--- src/sv/evad_pkg.sv ---
package evad_pkg;

    localparam int SAMPLE_W    = 16;
    localparam int SUM_W       = 41;
    localparam int SQ_W        = 31;
    localparam int THR_W       = 15;
    localparam int START_CNT_W = 8;
    localparam int IDLE_CNT_W  = 10;
    localparam int SPEECH_W    = 16;
    localparam int CFG_IDX_W   = 3;
    localparam int CFG_DATA_W  = 16;

    localparam int MAX_FRAME_SAMPLES_DEF = 1024;

    localparam logic [THR_W-1:0]       START_THR_RST = 15'd220;
    localparam logic [THR_W-1:0]       IDLE_THR_RST  = 15'd90;
    localparam logic [START_CNT_W-1:0] START_CNT_RST = 8'd4;
    localparam logic [IDLE_CNT_W-1:0]  IDLE_CNT_RST  = 10'd35;
    localparam logic [SPEECH_W-1:0]    MAX_SPEECH_RST = 16'd400;

    localparam logic [CFG_IDX_W-1:0] REG_START_THR  = 3'd0;
    localparam logic [CFG_IDX_W-1:0] REG_IDLE_THR   = 3'd1;
    localparam logic [CFG_IDX_W-1:0] REG_START_CNT  = 3'd2;
    localparam logic [CFG_IDX_W-1:0] REG_IDLE_CNT   = 3'd3;
    localparam logic [CFG_IDX_W-1:0] REG_MAX_SPEECH = 3'd4;

    typedef enum logic [1:0] {
        PH_IDLE  = 2'd0,
        PH_SPEAK = 2'd1,
        PH_DONE  = 2'd2
    } phase_t;

    typedef enum logic [2:0] {
        ST_READY,
        ST_ACC,
        ST_LIM,
        ST_CLASS,
        ST_RESTART,
        ST_DROP
    } ctrl_state_t;

    typedef struct packed {
        logic load_in;
        logic accum;
        logic limits;
        logic classify;
        logic restart;
        logic done_emit;
        logic clear_frame;
    } evad_cmd_t;

    typedef struct packed {
        logic phase_done;
        logic frame_last;
        logic out_free;
    } evad_sts_t;

endpackage

--- src/sv/evad_ctrl.sv ---
module evad_ctrl (
    input  logic                clk,
    input  logic                rst_n,
    input  logic                in_valid,
    input  logic                mode,
    input  evad_pkg::evad_sts_t sts,
    output logic                in_stall,
    output evad_pkg::evad_cmd_t cmd
);

    evad_pkg::ctrl_state_t state_reg;
    evad_pkg::ctrl_state_t state_next;

    always_ff @(posedge clk or negedge rst_n)
    begin
        if (!rst_n)
        begin
            state_reg <= evad_pkg::ST_READY;
        end
        else
        begin
            state_reg <= state_next;
        end
    end

    always_comb
    begin
        state_next = state_reg;
        unique case (state_reg)
            evad_pkg::ST_READY:
            begin
                if (in_valid)
                begin
                    priority if (mode)
                        state_next = evad_pkg::ST_RESTART;
                    else if (sts.phase_done)
                        state_next = evad_pkg::ST_DROP;
                    else
                        state_next = evad_pkg::ST_ACC;
                end
            end
            evad_pkg::ST_ACC:
            begin
                state_next = sts.frame_last ? evad_pkg::ST_LIM : evad_pkg::ST_READY;
            end
            evad_pkg::ST_LIM:
            begin
                state_next = evad_pkg::ST_CLASS;
            end
            evad_pkg::ST_CLASS, evad_pkg::ST_RESTART:
            begin
                if (sts.out_free)
                    state_next = evad_pkg::ST_READY;
            end
            evad_pkg::ST_DROP:
            begin
                if (!sts.frame_last || sts.out_free)
                    state_next = evad_pkg::ST_READY;
            end
            default:
            begin
                state_next = evad_pkg::ST_READY;
            end
        endcase
    end

    always_comb
    begin
        cmd      = '0;
        in_stall = 1'b1;
        unique case (state_reg)
            evad_pkg::ST_READY:
            begin
                in_stall    = 1'b0;
                cmd.load_in = in_valid;
            end
            evad_pkg::ST_ACC:
            begin
                cmd.accum = 1'b1;
            end
            evad_pkg::ST_LIM:
            begin
                cmd.limits = 1'b1;
            end
            evad_pkg::ST_CLASS:
            begin
                cmd.classify = sts.out_free;
            end
            evad_pkg::ST_RESTART:
            begin
                cmd.restart = sts.out_free;
            end
            evad_pkg::ST_DROP:
            begin
                cmd.clear_frame = !sts.frame_last;
                cmd.done_emit   = sts.frame_last && sts.out_free;
            end
            default:
            begin
                in_stall = 1'b1;
            end
        endcase
    end

endmodule

--- src/sv/evad_dp.sv ---
module evad_dp #(
    parameter int MAX_FRAME_SAMPLES = evad_pkg::MAX_FRAME_SAMPLES_DEF
) (
    input  logic                                clk,
    input  logic                                rst_n,
    input  logic                                cfg_write_en,
    input  logic [evad_pkg::CFG_IDX_W-1:0]      cfg_index,
    input  logic [evad_pkg::CFG_DATA_W-1:0]     cfg_data,
    input  logic [evad_pkg::SAMPLE_W-1:0]       sample,
    input  logic                                frame_last,
    input  evad_pkg::evad_cmd_t                 cmd,
    output evad_pkg::evad_sts_t                 sts,
    input  logic                                out_stall,
    output logic                                out_valid,
    output logic [1:0]                          detector_state,
    output logic                                frame_loud,
    output logic                                frame_quiet,
    output logic [evad_pkg::SPEECH_W-1:0]       utterance_frames
);

    localparam int CntW = $clog2(MAX_FRAME_SAMPLES + 1);
    localparam int LimW = CntW + evad_pkg::SQ_W;
    localparam int CmpW = (LimW > evad_pkg::SUM_W) ? LimW : evad_pkg::SUM_W;
    localparam int SumW = evad_pkg::SUM_W;

    logic [evad_pkg::THR_W-1:0]       loud_level_reg;
    logic [evad_pkg::THR_W-1:0]       quiet_level_reg;
    logic [evad_pkg::START_CNT_W-1:0] start_cnt_reg;
    logic [evad_pkg::IDLE_CNT_W-1:0]  idle_cnt_reg;
    logic [evad_pkg::SPEECH_W-1:0]    max_speech_reg;

    logic [SumW-1:0]                  sum_reg;
    logic [SumW-1:0]                  sum_next;
    logic [CntW-1:0]                  cnt_reg;
    logic [CntW-1:0]                  cnt_next;
    evad_pkg::phase_t                 phase_reg;
    evad_pkg::phase_t                 phase_next;
    logic [evad_pkg::START_CNT_W-1:0] loud_run_reg;
    logic [evad_pkg::START_CNT_W-1:0] loud_run_next;
    logic [evad_pkg::IDLE_CNT_W-1:0]  quiet_run_reg;
    logic [evad_pkg::IDLE_CNT_W-1:0]  quiet_run_next;
    logic [evad_pkg::SPEECH_W-1:0]    speech_reg;
    logic [evad_pkg::SPEECH_W-1:0]    speech_next;
    logic                             last_reg;
    logic                             out_valid_reg;
    logic                             out_valid_next;

    logic [evad_pkg::SQ_W-1:0]        sq_reg;
    logic [evad_pkg::SQ_W-1:0]        s1sq_reg;
    logic [evad_pkg::SQ_W-1:0]        idsq_reg;
    logic [LimW-1:0]                  lim_loud_reg;
    logic [LimW-1:0]                  lim_quiet_reg;
    logic [1:0]                       res_state_reg;
    logic                             res_loud_reg;
    logic                             res_quiet_reg;
    logic [evad_pkg::SPEECH_W-1:0]    res_speech_reg;

    logic [evad_pkg::SAMPLE_W-1:0]    mag;
    logic [2*evad_pkg::SAMPLE_W-1:0]  mag_sq;
    logic [evad_pkg::SAMPLE_W-1:0]    s1;
    logic [2*evad_pkg::SAMPLE_W-1:0]  s1_sq;
    logic [2*evad_pkg::THR_W-1:0]     id_sq;
    logic [SumW:0]                    sum_add;
    logic                             loud;
    logic                             quiet;
    logic                             out_free;
    logic                             res_load;

    assign mag    = sample[evad_pkg::SAMPLE_W-1] ? (~sample + 1'b1) : sample;
    assign mag_sq = mag * mag;
    assign s1     = {1'b0, loud_level_reg} + 1'b1;
    assign s1_sq  = s1 * s1;
    assign id_sq  = quiet_level_reg * quiet_level_reg;
    assign sum_add = {1'b0, sum_reg} + (SumW + 1)'(sq_reg);
    assign loud   = CmpW'(sum_reg) >= CmpW'(lim_loud_reg);
    assign quiet  = CmpW'(sum_reg) < CmpW'(lim_quiet_reg);
    assign out_free = !out_valid_reg || !out_stall;
    assign res_load = cmd.classify || cmd.restart || cmd.done_emit;

    always_ff @(posedge clk or negedge rst_n)
    begin
        if (!rst_n)
        begin
            loud_level_reg  <= evad_pkg::START_THR_RST;
            quiet_level_reg <= evad_pkg::IDLE_THR_RST;
            start_cnt_reg   <= evad_pkg::START_CNT_RST;
            idle_cnt_reg    <= evad_pkg::IDLE_CNT_RST;
            max_speech_reg  <= evad_pkg::MAX_SPEECH_RST;
        end
        else if (cfg_write_en)
        begin
            unique case (cfg_index)
                evad_pkg::REG_START_THR:  loud_level_reg  <= cfg_data[evad_pkg::THR_W-1:0];
                evad_pkg::REG_IDLE_THR:   quiet_level_reg <= cfg_data[evad_pkg::THR_W-1:0];
                evad_pkg::REG_START_CNT:  start_cnt_reg   <= cfg_data[evad_pkg::START_CNT_W-1:0];
                evad_pkg::REG_IDLE_CNT:   idle_cnt_reg    <= cfg_data[evad_pkg::IDLE_CNT_W-1:0];
                evad_pkg::REG_MAX_SPEECH: max_speech_reg  <= cfg_data;
                default:
                begin
                end
            endcase
        end
    end

    always_comb
    begin
        sum_next       = sum_reg;
        cnt_next       = cnt_reg;
        phase_next     = phase_reg;
        loud_run_next  = loud_run_reg;
        quiet_run_next = quiet_run_reg;
        speech_next    = speech_reg;
        out_valid_next = out_valid_reg && out_stall;

        if (cmd.accum && (cnt_reg < CntW'(MAX_FRAME_SAMPLES)))
        begin
            sum_next = sum_add[SumW] ? '1 : sum_add[SumW-1:0];
            cnt_next = cnt_reg + 1'b1;
        end

        if (cmd.classify)
        begin
            sum_next = '0;
            cnt_next = '0;
            if (phase_reg == evad_pkg::PH_IDLE)
            begin
                if (!loud)
                    loud_run_next = '0;
                else if (loud_run_reg != '1)
                    loud_run_next = loud_run_reg + 1'b1;
                if (loud_run_next >= start_cnt_reg)
                begin
                    phase_next     = evad_pkg::PH_SPEAK;
                    loud_run_next  = '0;
                    quiet_run_next = '0;
                    speech_next    = '0;
                end
            end
            else
            begin
                if (speech_reg != '1)
                    speech_next = speech_reg + 1'b1;
                priority if (quiet)
                begin
                    if (quiet_run_reg != '1)
                        quiet_run_next = quiet_run_reg + 1'b1;
                end
                else if (loud)
                begin
                    quiet_run_next = '0;
                end
                if ((quiet_run_next >= idle_cnt_reg) || (speech_next >= max_speech_reg))
                begin
                    phase_next     = evad_pkg::PH_DONE;
                    quiet_run_next = '0;
                end
            end
        end

        if (cmd.restart)
        begin
            sum_next       = '0;
            cnt_next       = '0;
            phase_next     = evad_pkg::PH_IDLE;
            loud_run_next  = '0;
            quiet_run_next = '0;
            speech_next    = '0;
        end

        if (cmd.done_emit || cmd.clear_frame)
        begin
            sum_next = '0;
            cnt_next = '0;
        end

        if (res_load)
            out_valid_next = 1'b1;
    end

    always_ff @(posedge clk or negedge rst_n)
    begin
        if (!rst_n)
        begin
            sum_reg       <= '0;
            cnt_reg       <= '0;
            phase_reg     <= evad_pkg::PH_IDLE;
            loud_run_reg  <= '0;
            quiet_run_reg <= '0;
            speech_reg    <= '0;
            out_valid_reg <= 1'b0;
        end
        else
        begin
            sum_reg       <= sum_next;
            cnt_reg       <= cnt_next;
            phase_reg     <= phase_next;
            loud_run_reg  <= loud_run_next;
            quiet_run_reg <= quiet_run_next;
            speech_reg    <= speech_next;
            out_valid_reg <= out_valid_next;
        end
    end

    always_ff @(posedge clk)
    begin
        if (cmd.load_in)
        begin
            sq_reg   <= mag_sq[evad_pkg::SQ_W-1:0];
            last_reg <= frame_last;
        end
        if (cmd.accum)
        begin
            s1sq_reg <= s1_sq[evad_pkg::SQ_W-1:0];
            idsq_reg <= evad_pkg::SQ_W'(id_sq);
        end
        if (cmd.limits)
        begin
            lim_loud_reg  <= cnt_reg * s1sq_reg;
            lim_quiet_reg <= cnt_reg * idsq_reg;
        end
        if (res_load)
        begin
            res_state_reg  <= phase_next;
            res_loud_reg   <= cmd.classify && loud;
            res_quiet_reg  <= cmd.classify && quiet;
            res_speech_reg <= speech_next;
        end
    end

    assign sts.phase_done = (phase_reg == evad_pkg::PH_DONE);
    assign sts.frame_last = last_reg;
    assign sts.out_free   = out_free;

    assign out_valid        = out_valid_reg;
    assign detector_state   = res_state_reg;
    assign frame_loud       = res_loud_reg;
    assign frame_quiet      = res_quiet_reg;
    assign utterance_frames = res_speech_reg;

    a_cnt_bound: assert property (@(posedge clk) disable iff (!rst_n)
        cnt_reg <= CntW'(MAX_FRAME_SAMPLES))
        else $error("frame sample count beyond limit");

    a_done_clear: assert property (@(posedge clk) disable iff (!rst_n)
        (phase_reg == evad_pkg::PH_DONE) |-> (sum_reg == '0 && cnt_reg == '0))
        else $error("frame energy held in done phase");

    a_no_overwrite: assert property (@(posedge clk) disable iff (!rst_n)
        res_load |-> out_free)
        else $error("result loaded over a pending word");

    a_restart: assert property (@(posedge clk) disable iff (!rst_n)
        cmd.restart |=> (phase_reg == evad_pkg::PH_IDLE && speech_reg == '0
                         && res_state_reg == 2'd0 && out_valid_reg))
        else $error("restart did not return to idle");

endmodule

--- src/sv/energy_voice_activity_detector.sv ---
// channel  | handshake               | payload
// ---------+-------------------------+-----------------------------------------------
// in       | in_valid / in_stall     | mode, sample, frame_last
// out      | out_valid / out_stall   | detector_state, frame_loud, frame_quiet,
//          |                         | utterance_frames
// cfg      | cfg_write_en            | cfg_index, cfg_data
//
// A sample inside a frame is accepted (squared), then accumulated.
// A frame-end sample then forms the threshold products and the compare, and waits
// for the output register to be free before its result is loaded.
// Restart and done-phase words also wait for the output register when they give a result.
// The sequencer holds one word at a time.
// rst_n clears the sequencer, the frame sum and detector state and loads register defaults.
// A stalled result holds in the output register while the next words are taken.
module energy_voice_activity_detector #(
    parameter int MAX_FRAME_SAMPLES = evad_pkg::MAX_FRAME_SAMPLES_DEF
) (
    input  logic                            clk,
    input  logic                            rst_n,
    input  logic                            cfg_write_en,
    input  logic [evad_pkg::CFG_IDX_W-1:0]  cfg_index,
    input  logic [evad_pkg::CFG_DATA_W-1:0] cfg_data,
    input  logic                            in_valid,
    output logic                            in_stall,
    input  logic                            mode,
    input  logic [evad_pkg::SAMPLE_W-1:0]   sample,
    input  logic                            frame_last,
    output logic                            out_valid,
    input  logic                            out_stall,
    output logic [1:0]                      detector_state,
    output logic                            frame_loud,
    output logic                            frame_quiet,
    output logic [evad_pkg::SPEECH_W-1:0]   utterance_frames
);

    evad_pkg::evad_cmd_t cmd;
    evad_pkg::evad_sts_t sts;

    evad_ctrl u_ctrl (
        .clk      (clk),
        .rst_n    (rst_n),
        .in_valid (in_valid),
        .mode     (mode),
        .sts      (sts),
        .in_stall (in_stall),
        .cmd      (cmd)
    );

    evad_dp #(
        .MAX_FRAME_SAMPLES (MAX_FRAME_SAMPLES)
    ) u_dp (
        .clk              (clk),
        .rst_n            (rst_n),
        .cfg_write_en     (cfg_write_en),
        .cfg_index        (cfg_index),
        .cfg_data         (cfg_data),
        .sample           (sample),
        .frame_last       (frame_last),
        .cmd              (cmd),
        .sts              (sts),
        .out_stall        (out_stall),
        .out_valid        (out_valid),
        .detector_state   (detector_state),
        .frame_loud       (frame_loud),
        .frame_quiet      (frame_quiet),
        .utterance_frames (utterance_frames)
    );

endmodule

--- config.mk ---
export PLATFORM = sky130hd
export DESIGN_NAME = energy_voice_activity_detector
export DESIGN_NICKNAME = d
export VERILOG_FILES = /design/src/sv/evad_pkg.sv /design/src/sv/evad_ctrl.sv /design/src/sv/evad_dp.sv /design/src/sv/energy_voice_activity_detector.sv
export SDC_FILE = /design/constraint.sdc
export NUM_CORES = 2
export LEC_CHECK = 0
export BUFFER_PORTS_ARGS = -buffer_cell sky130_fd_sc_hd__buf_4
export CORE_AREA = 10 10 491 493
export DETAILED_ROUTE_END_ITERATION = 7
export DIE_AREA = 0 0 501 503
export GPL_ROUTABILITY_DRIVEN = 0
export GPL_TIMING_DRIVEN = 0
export SYNTH_ARGS = -nofsm -noshare
export SYNTH_HDL_FRONTEND = slang
export SYNTH_HIERARCHICAL = 1
export SYNTH_SLANG_ARGS = --single-unit
--- constraint.sdc ---
create_clock -name clk -period 8 [get_ports clk]
set_input_delay 0.8 -clock clk [delete_from_list [all_inputs] [get_ports clk]]
set_output_delay 0.8 -clock clk [all_outputs]
set_load 0.005 [all_outputs]
==> run_results.csv <==
group,metric,value,unit
finish,largest_reg_flops,42,
clock_network,cts_sinks,349,
finish,instances_no_fill,9319,
yosys,async_flop_share,44.70,%
detailed_routing,viasPerCell,4.535,
sta,worst_slew_pin_slew,1.232,ns
yosys,syn_inst,6077,
finish,layout_common_cells,"1136 x inv_1, 962 x fa_1, 737 x nand2_1",
critical_path,cpMaxStageDelayCell,"fa_1",
detailed_routing,wirelength,153.7,mm
sta,setup_tns,0,ns
critical_path,required,8.36,ns
global_routing,grt-ovfl-total,0,
finish,nets,7834,
sta,setup_violations,0,
sta,drv_slew,0,
clock_network,cts_root_buf,"clkbuf_16",
yosys,yosysSeqAreaShare,16.94,%
detailed_routing,first_pass_iters,6,
sta,final_hold_viol_count,0,
floorplanning,die_area,0.2520,sq mm
sta,fin_crit_sh,96.78,%
floorplanning,die_w,501,microns
yosys,ys_warn_count,6,
clock_network,clk_pin_slew,0.06,ns
hold_path,hp-class,"input port to async pin",
detailed_routing,drt_iter0_drc,2804,
critical_path,r2r_slack,0.28,ns
sta,max_freq,129.2,MHz
global_routing,track_usage,12.21,%
placement,dpl-instance-area,0.06189,sq mm
global_routing,use_met2,20.63,%
sta,finClkSkew,0.02967,ns
run,drv_cap,0,
global_routing,met3_usage,1.777,%
floorplanning,initial_core_util,24.79,%
critical_path,cpPeakStageDelay,0.54,ns
placement,dp_slack,-2.220,ns
detailed_routing,drt-wirelength-per-cell,16.49,microns
finish,layout_commonest_cell,"inv_1",
critical_path,path_common_cell,"fa_1",
critical_path,startpoint_type,"input port",
floorplanning,coreArea,0.2314,sq mm
finish,areaGrowthSynthToFinish,11.46,%
critical_path,cp_max_fo,10,
floorplanning,boundaryPins,64,
sta,relSlewSlack,17.88,%
clock_network,clk_latency,0.65,ns
global_routing,met1_usage,15.84,%
sta,worst_slack,0.2578,ns
critical_path,cp-end-kind,"flop",
critical_path,cp.arrival,8.11,ns
placement,port-buffer-count,62,
clock_network,cts_hold_buf,0,
outcome,status,"complete, no violations",
yosys,ys.flop_type,"edfxtp_1",
sta,finalCriticalPeriod,7.742,ns
clock_network,htreeDepth,2,
floorplanning,die_y,503,microns
yosys,synthesis.area,0.05737,sq mm
global_routing,grt_max_degree,98,
yosys,ys_types,90,
global_routing,antenna_found_initial,7,
finish,drive_gt1_share,5.164,%
yosys,synth_edf_count,193,
yosys,synth_seq_cells,349,
critical_path,worstSetupPathType,"input port to flop",
placement,hpwl,127.2,mm
floorplanning,core.rowCount,177,
global_routing,grt_pass1_vias,45280,
detailed_routing,drc,0,
detailed_routing,num_vias,42270,
finish,final_area,0.06395,sq mm
clock_network,cts_tree,"done",
clock_network,cts_buffers,45,
detailed_routing,antenna_left,0,
yosys,synth.avg_cell_area,9.441,sq um
clock_network,clockBufferDepth,3,
global_routing,top_usage_layer,"met2",
global_routing,grt_pass1_wl,249.0,mm
placement,place_inst,9216,
finish,final.fill_count,24300,
[critical path, delay by kind of cell]
| family | cells | cell delay (ns) |
|---|---|---|
| compound gates | 5 | 1.01 |
| buf+inv | 7 | 1.07 |
| fa+ha+maj | 8 | 3.63 |
| simple gates | 6 | 1.13 |
| xor+xnor | 2 | 0.43 |
[cells by family after synthesis]
group | share of synthesized area, %
compound gates | 8.662
xor+xnor | 3.786
fa+ha+maj | 46.50
buf+inv | 9.096
flops | 16.94
mux | 0.8156
other cells | 0.01309
simple gates | 14.19
[what timing repair did]
item                                    in CTS  in global routing
gates resized for setup                     38                 52
hold endpoints to repair                     0                  0
endpoints found under the setup margin      31                 24
setup buffers                                4                 16
pin swaps                                    3                  8
[metrics by stage]
stage	util, %	hold slack [ns]
finish	27.63	0.1050
detailed placement	26.74	0.4977
CTS	27.50	0.1107
global placement	26.68	0.4889
global route	27.63	0.1348
floorplan	-	0.4794
[metal layers]
| metal | routed length (microns) | up-vias |
|---|---|---|
| met4 | 6116 | 14 |
| met2 | 72130 | 1221 |
| li1 | - | 19510 |
| met3 | 8942 | 284 |
| met5 | 91 | - |
| met1 | 66410 | 21240 |
[path summary, 6_finish.rpt]
check / cells after the start / from / endpoint
setup / recovery: 28 / sample[0] / u_dp/sq_reg[30]
hold / removal: 1 / rst_n / u_dp/speech_reg[8]
setup reg to reg: 28 / u_dp/loud_level_reg[0] / u_dp/s1sq_reg[30]
hold reg to reg: 1 / u_dp/idle_cnt_reg[9] / u_dp/idle_cnt_reg[9]
max in group asynchronous: 2 / rst_n / u_dp/sum_reg[5]
min in group clk: 1 / frame_last / u_dp/last_reg
[Yosys cell counts (all sizes together) (23+ instances only)]
cell type	count	area, sq um
mux2	38	427.9
nor2b	42	262.8
and2	314	1966
and3	35	220.2
ha	593	7420
fa	962	19260
nand4	42	269.0
edfxtp	193	5796
a31oi	23	143.9
nor3	67	335.3
o21ai	173	865.8
a211oi	28	215.2
nand2	737	2766
clkbuf	222	833.3
nand3	72	360.4
inv	1142	4287
a21oi	217	1086
a21o	128	960.9
nor2	303	1137
xnor2	175	1533
o21bai	30	225.2
xor2	73	639.4
nand2b	38	237.7
dfrtp	140	3503
[area by class of cell]
class	count	area [sq um]	area share, %
Sequential cell	349	9722	15.20
Clock buffer	63	1254	1.960
Timing Repair Buffer	87	721.9	1.129
Buffer	229	909.6	1.422
Multi-Input combinational cell	4375	42900	67.08
Antenna cell	2	5.005	0.007826
Tap cell	3043	3807	5.954
Inverter	1150	4345	6.795
Clock inverter	21	286.5	0.4481
Power is left out: the tool's default activity adds up to more than one toggle a clock period on the data nets, which glitch-free logic cannot reach.
